File: config.mk
export PLATFORM = sky130hd
export DESIGN_NAME = adsr_envelope_bank
export DESIGN_NICKNAME = d
export VERILOG_FILES = /design/src/rtl/adsr_pkg.sv /design/src/rtl/adsr_ram.sv /design/src/rtl/adsr_envelope_bank.sv
export SDC_FILE = /design/constraint.sdc
export NUM_CORES = 2
export LEC_CHECK = 0
export ABC_AREA = 1
export BUFFER_PORTS_ARGS = -buffer_cell sky130_fd_sc_hd__buf_2
export CORE_ASPECT_RATIO = 1.25
export CORE_MARGIN = 2
export CORE_UTILIZATION = 45
export CTS_CLUSTER_DIAMETER = 50
export CTS_CLUSTER_SIZE = 40
export DETAILED_ROUTE_END_ITERATION = 8
export SLEW_MARGIN = 20
export SYNTH_ARGS = -nofsm -noshare
export SYNTH_HDL_FRONTEND = slang
export SYNTH_SLANG_ARGS = --single-unit
File: constraint.sdc
create_clock -name clk -period 6 [get_ports clk]
set_input_delay 0.3 -clock clk [delete_from_list [all_inputs] [get_ports clk]]
set_output_delay 0.3 -clock clk [all_outputs]
set_load 0.01 [all_outputs]
File: src/rtl/adsr_pkg.sv
package adsr_pkg;

    localparam int          DEF_VOICES = 8;
    localparam logic [15:0] FULL_SCALE = 16'd32768;
    localparam logic [15:0] COUNT_MAX  = 16'hffff;

    // register indexes, byte address bits [3:2]
    localparam logic [1:0] REG_ATTACK  = 2'd0;
    localparam logic [1:0] REG_DECAY   = 2'd1;
    localparam logic [1:0] REG_SUSTAIN = 2'd2;
    localparam logic [1:0] REG_RELEASE = 2'd3;

    typedef enum logic [1:0] {
        OP_TICK     = 2'd0,
        OP_NOTE_ON  = 2'd1,
        OP_NOTE_OFF = 2'd2,
        OP_NOP      = 2'd3
    } op_t;

    typedef enum logic [2:0] {
        ST_IDLE    = 3'd0,
        ST_ATTACK  = 3'd1,
        ST_DECAY   = 3'd2,
        ST_SUSTAIN = 3'd3,
        ST_RELEASE = 3'd4
    } stage_t;

    typedef enum logic [2:0] {
        FSM_IDLE,
        FSM_READ,
        FSM_MUL,
        FSM_DIV,
        FSM_WB
    } fsm_t;

    typedef struct packed {
        logic [1:0] opcode;
        logic [2:0] voice;
    } cmd_t;

    typedef struct packed {
        logic [2:0]  voice_out;
        logic [15:0] level;
        logic [2:0]  stage_out;
        logic        active;
    } result_t;

    // one voice entry as held in the state RAM
    typedef struct packed {
        stage_t      stage;
        logic [15:0] count;
        logic [15:0] level;
        logic [15:0] rel_start;
    } entry_t;

endpackage

File: src/rtl/adsr_ram.sv
module adsr_ram #(
    parameter int WIDTH = 8,
    parameter int DEPTH = 8
) (
    input  logic                                      clk,
    input  logic                                      we,
    input  logic [((DEPTH > 1) ? $clog2(DEPTH) : 1)-1:0] waddr,
    input  logic [WIDTH-1:0]                          wdata,
    input  logic [((DEPTH > 1) ? $clog2(DEPTH) : 1)-1:0] raddr,
    output logic [WIDTH-1:0]                          rdata
);

    logic [WIDTH-1:0] mem [DEPTH];

    always_ff @(posedge clk)
    begin
        if (we)
        begin
            mem[waddr] <= wdata;
        end
        rdata <= mem[raddr];
    end

endmodule

File: src/rtl/adsr_envelope_bank.sv
// Bank of linear ADSR envelopes, one entry per voice, sharing one register set.
// Command channel: a command (opcode, voice) is taken on a rising edge with
// start high and busy low. Opcodes: tick advances the voice one sample,
// note on enters attack, note off moves attack/decay/sustain to release.
// Result channel: done is high for exactly one cycle with the voice's state
// after the command on result; the receiver cannot stall it.
// Sequence after the accepting edge: a voice index out of range goes straight to
// the write-back state, where done is raised; other commands read the voice's
// entry and then write back, and a tick that interpolates the level also passes
// a multiply state and a 16-step restoring divider, one quotient bit per cycle.
// busy stays high through the cycle in which done is high, so one command is in
// flight at a time. Per-voice state sits in one RAM with registered read;
// a valid bit per voice makes unwritten entries read as idle/zero.
// Reset: all voices idle at level zero, registers attack/decay/release 0,
// sustain full scale. Configure over APB only while busy is low.
module adsr_envelope_bank #(
    parameter int VOICES = adsr_pkg::DEF_VOICES
) (
    input  logic             clk,
    input  logic             rst_n,
    input  logic             start,
    output logic             busy,
    input  adsr_pkg::cmd_t   cmd,
    output logic             done,
    output adsr_pkg::result_t result,
    input  logic             psel,
    input  logic             penable,
    input  logic             pwrite,
    input  logic [3:0]       paddr,
    input  logic [31:0]      pwdata,
    output logic [31:0]      prdata,
    output logic             pready
);

    import adsr_pkg::*;

    localparam int AW = (VOICES > 1) ? $clog2(VOICES) : 1;

    fsm_t             state_reg, state_next;
    op_t              op_reg;
    logic [2:0]       voice_reg;
    logic [AW-1:0]    addr_reg;
    logic             wr_en_reg;
    entry_t           entry_reg, entry_next;
    logic [15:0]      mul_a_reg, mul_a_next;
    logic [15:0]      mul_b_reg, mul_b_next;
    logic [15:0]      div_reg, div_next;
    logic             sub_reg, sub_next;
    logic [15:0]      rem_reg, rem_next;
    logic [15:0]      quo_reg, quo_next;
    logic [3:0]       iter_reg, iter_next;
    logic [VOICES-1:0] valid_reg;

    logic [15:0]      attack_reg, decay_reg, sustain_reg, release_reg;

    logic             accept;
    logic             in_range;
    logic [AW-1:0]    rd_addr;
    logic [$bits(entry_t)-1:0] ram_rdata;
    entry_t           cur;
    logic [15:0]      sus_q;
    logic [15:0]      n_cnt;
    logic [31:0]      prod;
    logic [16:0]      trial;
    logic             take;
    logic [15:0]      q_new;
    logic             ram_we;
    logic             cfg_wr;

    // ---------------- configuration ----------------
    assign pready = 1'b1;
    assign cfg_wr = psel && penable && pwrite && pready;

    always_ff @(posedge clk or negedge rst_n)
    begin
        if (!rst_n)
        begin
            attack_reg  <= '0;
            decay_reg   <= '0;
            sustain_reg <= FULL_SCALE;
            release_reg <= '0;
        end
        else if (cfg_wr)
        begin
            case (paddr[3:2])
                REG_ATTACK:  attack_reg  <= pwdata[15:0];
                REG_DECAY:   decay_reg   <= pwdata[15:0];
                REG_SUSTAIN: sustain_reg <= pwdata[15:0];
                REG_RELEASE: release_reg <= pwdata[15:0];
                default: ;
            endcase
        end
    end

    always_comb
    begin
        case (paddr[3:2])
            REG_ATTACK:  prdata = {16'd0, attack_reg};
            REG_DECAY:   prdata = {16'd0, decay_reg};
            REG_SUSTAIN: prdata = {16'd0, sustain_reg};
            REG_RELEASE: prdata = {16'd0, release_reg};
            default:     prdata = '0;
        endcase
    end

    // ---------------- state memory ----------------
    assign accept   = start && !busy;
    assign in_range = 32'(cmd.voice) < VOICES;
    assign rd_addr  = AW'(cmd.voice);
    assign ram_we   = (state_reg == FSM_WB) && wr_en_reg;

    adsr_ram #(
        .WIDTH ($bits(entry_t)),
        .DEPTH (VOICES)
    ) u_ram (
        .clk   (clk),
        .we    (ram_we),
        .waddr (addr_reg),
        .wdata (entry_reg),
        .raddr (rd_addr),
        .rdata (ram_rdata)
    );

    // never-written voices read as the reset entry
    assign cur   = valid_reg[addr_reg] ? entry_t'(ram_rdata) : '0;
    assign sus_q = (sustain_reg > FULL_SCALE) ? FULL_SCALE : sustain_reg;
    assign n_cnt = (cur.count == COUNT_MAX) ? cur.count : cur.count + 16'd1;

    assign prod  = 32'(mul_a_reg) * 32'(mul_b_reg);
    assign trial = {rem_reg, quo_reg[15]};
    assign take  = trial >= {1'b0, div_reg};
    assign q_new = {quo_reg[14:0], take};

    // ---------------- control ----------------
    always_comb
    begin
        state_next = state_reg;
        entry_next = entry_reg;
        mul_a_next = mul_a_reg;
        mul_b_next = mul_b_reg;
        div_next   = div_reg;
        sub_next   = sub_reg;
        rem_next   = rem_reg;
        quo_next   = quo_reg;
        iter_next  = iter_reg;

        case (state_reg)
            FSM_IDLE:
            begin
                if (accept)
                begin
                    entry_next = '0;
                    state_next = in_range ? FSM_READ : FSM_WB;
                end
            end

            FSM_READ:
            begin
                entry_next = cur;
                state_next = FSM_WB;
                case (op_reg)
                    OP_TICK:
                    begin
                        if (cur.stage != ST_IDLE)
                        begin
                            entry_next.count = n_cnt;
                            case (cur.stage)
                                ST_ATTACK:
                                begin
                                    if (attack_reg == 16'd0 || n_cnt >= attack_reg)
                                    begin
                                        entry_next.stage = ST_DECAY;
                                        entry_next.count = '0;
                                        entry_next.level = FULL_SCALE;
                                    end
                                    else
                                    begin
                                        mul_a_next = n_cnt;
                                        mul_b_next = FULL_SCALE;
                                        div_next   = attack_reg;
                                        sub_next   = 1'b0;
                                        state_next = FSM_MUL;
                                    end
                                end
                                ST_DECAY:
                                begin
                                    if (decay_reg == 16'd0 || n_cnt >= decay_reg)
                                    begin
                                        entry_next.stage = ST_SUSTAIN;
                                        entry_next.count = '0;
                                        entry_next.level = sus_q;
                                    end
                                    else
                                    begin
                                        mul_a_next = FULL_SCALE - sus_q;
                                        mul_b_next = n_cnt;
                                        div_next   = decay_reg;
                                        sub_next   = 1'b1;
                                        state_next = FSM_MUL;
                                    end
                                end
                                ST_SUSTAIN:
                                begin
                                    entry_next.level = sus_q;
                                end
                                ST_RELEASE:
                                begin
                                    if (release_reg == 16'd0 || n_cnt >= release_reg)
                                    begin
                                        entry_next.stage = ST_IDLE;
                                        entry_next.level = '0;
                                    end
                                    else
                                    begin
                                        mul_a_next = cur.rel_start;
                                        mul_b_next = release_reg - n_cnt;
                                        div_next   = release_reg;
                                        sub_next   = 1'b0;
                                        state_next = FSM_MUL;
                                    end
                                end
                                default:
                                begin
                                    entry_next.stage = ST_IDLE;
                                end
                            endcase
                        end
                    end
                    OP_NOTE_ON:
                    begin
                        entry_next.stage = ST_ATTACK;
                        entry_next.count = '0;
                    end
                    OP_NOTE_OFF:
                    begin
                        if (cur.stage inside {ST_ATTACK, ST_DECAY, ST_SUSTAIN})
                        begin
                            entry_next.stage     = ST_RELEASE;
                            entry_next.count     = '0;
                            entry_next.rel_start = cur.level;
                        end
                    end
                    default: ;
                endcase
            end

            FSM_MUL:
            begin
                // quotient < 2^15, so the high half is already below the divisor
                rem_next   = prod[31:16];
                quo_next   = prod[15:0];
                iter_next  = '0;
                state_next = FSM_DIV;
            end

            FSM_DIV:
            begin
                rem_next  = take ? 16'(trial - {1'b0, div_reg}) : trial[15:0];
                quo_next  = q_new;
                iter_next = iter_reg + 4'd1;
                if (iter_reg == 4'd15)
                begin
                    entry_next.level = sub_reg ? FULL_SCALE - q_new : q_new;
                    state_next       = FSM_WB;
                end
            end

            FSM_WB:
            begin
                state_next = FSM_IDLE;
            end

            default:
            begin
                state_next = FSM_IDLE;
            end
        endcase
    end

    always_ff @(posedge clk or negedge rst_n)
    begin
        if (!rst_n)
        begin
            state_reg <= FSM_IDLE;
            valid_reg <= '0;
            wr_en_reg <= 1'b0;
        end
        else
        begin
            state_reg <= state_next;
            if (accept)
            begin
                wr_en_reg <= in_range;
            end
            if (ram_we)
            begin
                valid_reg[addr_reg] <= 1'b1;
            end
        end
    end

    always_ff @(posedge clk)
    begin
        if (accept)
        begin
            op_reg    <= op_t'(cmd.opcode);
            voice_reg <= cmd.voice;
            addr_reg  <= rd_addr;
        end
        entry_reg <= entry_next;
        mul_a_reg <= mul_a_next;
        mul_b_reg <= mul_b_next;
        div_reg   <= div_next;
        sub_reg   <= sub_next;
        rem_reg   <= rem_next;
        quo_reg   <= quo_next;
        iter_reg  <= iter_next;
    end

    // ---------------- result ----------------
    assign busy             = state_reg != FSM_IDLE;
    assign done             = state_reg == FSM_WB;
    assign result.voice_out = voice_reg;
    assign result.level     = entry_reg.level;
    assign result.stage_out = entry_reg.stage;
    assign result.active    = entry_reg.stage != ST_IDLE;

    // ---------------- assertions ----------------
    a_accept_busy: assert property (@(posedge clk) disable iff (!rst_n)
        accept |=> busy)
        else $error("busy not raised after command transfer");

    a_done_release: assert property (@(posedge clk) disable iff (!rst_n)
        done |=> !busy && !done)
        else $error("busy or done held after result transfer");

    a_level_range: assert property (@(posedge clk) disable iff (!rst_n)
        done |-> result.level <= FULL_SCALE)
        else $error("level above full scale");

    a_out_of_range: assert property (@(posedge clk) disable iff (!rst_n)
        done && !(32'(result.voice_out) < VOICES) |->
            result.level == 16'd0 && !result.active)
        else $error("out-of-range voice reported nonzero state");

    a_no_write_oor: assert property (@(posedge clk) disable iff (!rst_n)
        accept && !in_range |=> !wr_en_reg)
        else $error("write enabled for out-of-range voice");

endmodule
## Word level (Yosys, flattened, before mapping)

Memories as Yosys holds them, arrays and structs flattened. A register that Yosys moved wholly into a read port is not among the register bits.
Cells that the tools add are included.

- Memory bits (writable): 408
- Memories: 1
- Output and inout bits: 58
- Word-level logic and storage cells: 145
- Bits in registers: 217

- Magnitude comparators: 7
- Bitwise logic cells: 1
- Reduce and logical (&&, ||, !) cells: 31
- Muxes and demuxes: 58
- Add/subtract/negate cells: 6
- Multiply operators: 1
- Eq/ne operators: 20

Memories:

| memory | words | width | read ports | clocked after Yosys merged registers in | write ports | line | text |
|---|---|---|---|---|---|---|---|
| u_ram.mem | 8 | 51 | 1 | 1 | 1 | adsr_ram.sv:13 | `logic [WIDTH-1:0] mem [DEPTH];` |

Operators by type and width:

| cell | count |
|---|---|
| two-way mux 16 bit | 18 |
| case mux 16 bit (3 select lines) | 4 |
| case mux 16 bit (2 select lines) | 4 |
| case mux 32 bit (4 select lines) | 1 |
| two-way mux 35 bit | 3 |
| two-way mux 51 bit | 2 |
| case mux 16 bit (4 select lines) | 1 |
| case mux 19 bit (3 select lines) | 1 |
| >= comparator 16 bit | 3 |
| logical NOT 16 bit | 3 |
| case mux 19 bit (2 select lines) | 1 |
| multiplier 16 x 16 -> 32 bit | 1 |
| subtractor 16 bit | 2 |
| subtractor 16 bit, first input constant | 2 |
| two-way mux 3 bit | 8 |
| case mux 3 bit (4 select lines) | 2 |
| two-way mux 19 bit | 1 |
| nonzero test 3 bit | 6 |
| >= comparator 17 x 16 -> 1 bit | 1 |
| adder 16 x 1 -> 16 bit, second input constant | 1 |
| == test 16 bit, second input constant | 1 |
| > comparator 16 bit, second input constant | 1 |
| == test 3 x 2 -> 1 bit, second input constant | 4 |
| AND reduction 2 bit | 6 |
| 24 further kinds | 47 |

## Depth between registers and ports, before layout

- Word-level depth: 12
- Depth in mapped cells: 42
- Mapped depth without buffers: 40

## Modules after synthesis

Synthesis repeated with hierarchy kept, for this count alone.

- Cells, all modules: 4807
- Area total of the unflattened synthesis: 41876.4 um^2

Modules (own cells, without submodules):

| module | times used | seq. area each (um^2) | area each (um^2) | cells each |
|---|---|---|---|---|
| adsr_envelope_bank | 1 | 6137.1 | 23014.6 | 2975 |
| adsr_ram | 1 | 13272.7 | 18861.8 | 1832 |

## Worst setup path after synthesis

No wires, ideal clock.

- Path kind: reg-to-reg
- Start point: register mul_b_reg[1]
- End point: register rem_reg[10] (data pin)
- Clock period less this slack: 6.072 ns
- Data required time: 5.738 ns
- Setup time: 0.262 ns
- Setup slack: -0.072 ns
- Arrival time: 5.810 ns
- Cell stages (with the launch flop): 29
- Path through: edfxtp_1 -> clkbuf_1 -> clkbuf_1 -> nand2_1 -> inv_1 -> fa_1 -> fa_1 -> ha_1 -> inv_1 -> fa_1 -> inv_1 -> fa_1 -> inv_1 -> fa_1 -> inv_1 -> ha_1 -> a21oi_1 -> o21ai_0 -> a21oi_1 -> nor2_1 -> nor2_1 -> o21ai_0 -> a21oi_1 -> inv_1 -> a21oi_1 -> o21ai_0 -> o21ai_0 -> a21oi_1 -> or2_2

- Longest elaborated chain between the ends: 2

Ends and longest elaborated chain:

| element | line | text |
|---|---|---|
| start, declared | adsr_envelope_bank.sv:46 | `logic [15:0] mul_b_reg, mul_b_next;` |
| start signal, assigned | adsr_envelope_bank.sv:312 | `mul_b_reg <= mul_b_next;` |
| multiplier 16 x 16 -> 32 bit | adsr_envelope_bank.sv:129 | `assign prod = 32'(mul_a_reg) * 32'(mul_b_reg);` |
| case mux 16 bit (2 select lines) | adsr_envelope_bank.sv:147 | `case (state_reg)` |
| via rem_next[10] | adsr_envelope_bank.sv:49 | `logic [15:0] rem_reg, rem_next;` |
| end signal, assigned | adsr_envelope_bank.sv:315 | `rem_reg <= rem_next;` |
| end, declared | adsr_envelope_bank.sv:49 |  |

The timed path passes the listed nets, and every way through them passes these cells.
A chain may end at the register's enable or synchronous reset.

## Final worst setup path

- Start point: register mul_a_reg[7]
- End point: register rem_reg[15] (data pin)

- Longest elaborated chain between the ends: 2

Ends and longest elaborated chain:

| element | line | text |
|---|---|---|
| start, declared | adsr_envelope_bank.sv:45 | `logic [15:0] mul_a_reg, mul_a_next;` |
| start signal, assigned | adsr_envelope_bank.sv:311 | `mul_a_reg <= mul_a_next;` |
| multiplier 16 x 16 -> 32 bit | adsr_envelope_bank.sv:129 |  |
| case mux 16 bit (2 select lines) | adsr_envelope_bank.sv:147 |  |
| via rem_next[15] | adsr_envelope_bank.sv:49 |  |

The timed path passes the listed nets, and every way through them passes these cells.

==> flow_summary.ini <==
[route]
drc_errors = 0
via_per_inst = 5.37
drt_iter0_drc = 2091
wl_mm = 110
postRouteAntennaNets = 0
routedWlPerCell_um = 19.8
dr.pass1.iters = 5
vias = 29800

[job]
drv_cap = 0

[placed_design]
place_ws_ns = -0.334
io_buffer_count = 69
hpwl_mm = 75.5
dpl.cell_count = 5387
place_congestion = 0.959

[grt]
grt_pass1_vias = 29100
grt_max_degree = 205
antenna_found_initial = 0
overflow = 0
grt_first_pass_wirelength_mm = 169
track_usage_pct = 24.0

[logic_synthesis]
seq_area_frac_synth_pct = 48.8
synth-seq-cells = 676
synth-edff-count = 549
yosysUniqueCellTypes = 68
synth_area_um2 = 39800
synth_top_flop_cell = edfxtp_1
yosysWarnings = 0
async_reset_ff_share_pct = 11.2
syn_avg_cell_area_um2 = 9.46
syn_inst = 4210

[clock_tree]
clk-insertion-delay-late_ns = 0.66
clock_sinks = 676
cts_tree = yes
numCtsBuffers = 53
clk_pin_slew_ns = 0.09
root_buffer = clkbuf_16
h-tree-depth = 2
cts_buffer_depth = 3

[sta]
setup_viol = 2
rsz0062_at_grt = yes
setup_ws_ns = -0.0322
final_hold_viol_count = 0
fmax_ghz = 0.166
period_share_pct = 101
max_slew_margin_pct = 29.9
drv_slew = 0
worstMarginPinSlew_ns = 1.04
fin_skew_ns = 0.0311
period_minus_slack_ns = 6.03

[critical_path]
critPathLaunchType = flop
crit_start = mul_a_reg[7]
crit_type = reg2reg
crit_required_ns = 6.37
path_max_fanout = 4
r2r_cells = 24
r2r_start = mul_a_reg[7]
r2r_end = rem_reg[15]
arrival_ns = 6.40
end_kind = flop
crit_path_end = rem_reg[15]
r2r_slack_ns = -0.03

[worst_hold_path]
hp-class = in2reg

[power_and_ir_drop]
power.density_nw_per_um2 = 448
vdd_drop_max_v = 0.000353
p_leak_nw = 19.4

[status]
violations = negative setup slack
outcome = finished with violations

[cells_and_area]
area_growth_pct = 13.3
fillerInstances = 7877
final_cell_count_no_fill = 5545
drive_gt1_share_pct = 13.4
largest_reg_flops = 408
final_common_cell = nand2_1
antenna_cells = 0
mostFrequentLayoutCells = nand2_1, inv_1, edfxtp_1, nor2_1, o21ai_0
nets = 4736

[floorplanning]
die_x_um = 270
pin_count = 105
start_util_pct = 45.6
die-area_um2 = 90900
core_um2 = 87400
row_count = 121
die_h_um = 337
[layer usage]
layer	vias to the layer above	wire length [µm]	GRT usage (%)
li1	14100	-	-
met1	14600	45600	30.6
met2	809	55500	42.4
met3	199	4850	2.44
met4	0	4020	8.61
met5	-	0	0
[worst min path at each step]
stage                            start              end  slack, ns  cells past startpoint
after floorplan                  rst_n    attack_reg[0]      0.004                      0
after global placement       wr_en_reg        wr_en_reg       0.45                      1
after detailed placement  valid_reg[5]     valid_reg[5]       0.46                      1
after CTS                       cmd[0]  u_ram.rdata[25]       0.09                      5
after global routing            cmd[0]  u_ram.rdata[25]       0.15                      5
final                           cmd[0]  u_ram.rdata[25]       0.12                      5
[power by group]
group	leakage (nW)	internal [mW]	total [mW]	switching, mW
combinational	12.0	3.69	9.28	5.59
sequential	6.45	6.30	6.97	0.670
clock	0.958	1.90	3.94	2.04
total	19.4	11.9	20.2	8.30
[cells in the mapped netlist (all sizes together), types with 2 or more instances]
| cell | instances | area (µm²) |
|---|---|---|
| o2111ai | 8 | 70.1 |
| o21ai | 426 | 2140 |
| nor4 | 18 | 113 |
| o22ai | 59 | 369 |
| o32ai | 2 | 17.5 |
| xnor2 | 18 | 158 |
| o21bai | 12 | 97.6 |
| or2 | 19 | 119 |
| edfxtp | 549 | 16500 |
| a31oi | 60 | 375 |
| a41oi | 2 | 17.5 |
| ha | 162 | 2030 |
| xor2 | 22 | 200 |
| clkinv | 4 | 15.0 |
| a22oi | 22 | 165 |
| nor2 | 488 | 1900 |
| fa | 195 | 3900 |
| a221oi | 6 | 52.6 |
| conb | 2 | 7.51 |
| clkbuf | 186 | 698 |
| a211oi | 6 | 45.0 |
| buf | 61 | 440 |
| nand3b | 8 | 63.8 |
| o211ai | 25 | 188 |
| a21oi | 148 | 741 |
| a21boi | 4 | 30.0 |
| nand3 | 92 | 546 |
| o21a | 3 | 22.5 |
| nand4 | 13 | 81.3 |
| o221ai | 17 | 149 |
| o31ai | 3 | 36.3 |
| dfxtp | 51 | 1020 |
| dfrtp | 75 | 1880 |
| inv | 609 | 2290 |
| nand2 | 798 | 3100 |
| nor3 | 27 | 145 |
[through the flow]
step                      setup TNS, ns  hold slack [ns]  power [mW]  util, %  instance area, µm²
final                           -0.0329            0.117        20.2     51.6               45100
after global routing              -1.21            0.145        21.5     51.6               45100
after CTS                       -0.0732           0.0877        19.4     51.0               44500
after detailed placement          -1.85            0.456        15.0     48.1               42000
after global placement            -1.22            0.452        15.0     48.1               42000
after floorplan                       0          0.00441        12.0        -               39900
[worst max-delay path, cell delays in order (launching register included)]
cell and delay [ns]:
edfxtp_1 0.42, buf_6 0.15, buf_4 0.13, buf_6 0.11, nand2_1 0.06, fa_1 0.52, inv_2 0.04, fa_1 0.47
fa_1 0.57, fa_1 0.47, fa_1 0.51, inv_1 0.05, fa_1 0.47, inv_1 0.05, ha_1 0.28, nand2_1 0.05
inv_1 0.07, nand3_1 0.10, nor4_2 0.20, a21oi_2 0.14, o31ai_4 0.29, a21oi_2 0.11, o211ai_1 0.22, xnor2_1 0.16
o22ai_1 0.09
[cells by family after synthesis]
logic type / synth area share, %
fa+ha+maj: 14.9
other cells: 0.0189
simple gates: 15.3
compound gates: 11.5
buf+inv: 8.65
flops: 48.8
xor+xnor: 0.899
[what timing repair did]
item,in CTS,in global routing
endpoints found under the hold margin,133,0
gates resized for setup,45,105
hold buffers,20,0
buffers inserted,18,21
gates cloned,0,1
pin swaps,24,59
endpoints found under the setup margin,10,80
[layout make-up]
| type | instances | area (µm²) | area share, % |
|---|---|---|---|
| Multi-Input combinational cell | 2689 | 17500 | 38.9 |
| Clock buffer | 56 | 1370 | 3.03 |
| Inverter | 613 | 2310 | 5.12 |
| Clock inverter | 44 | 613 | 1.36 |
| Sequential cell | 676 | 19400 | 43.0 |
| Timing Repair Buffer | 299 | 2400 | 5.32 |
| Tap cell | 1168 | 1460 | 3.24 |
(Power assumes the default switching activity.)
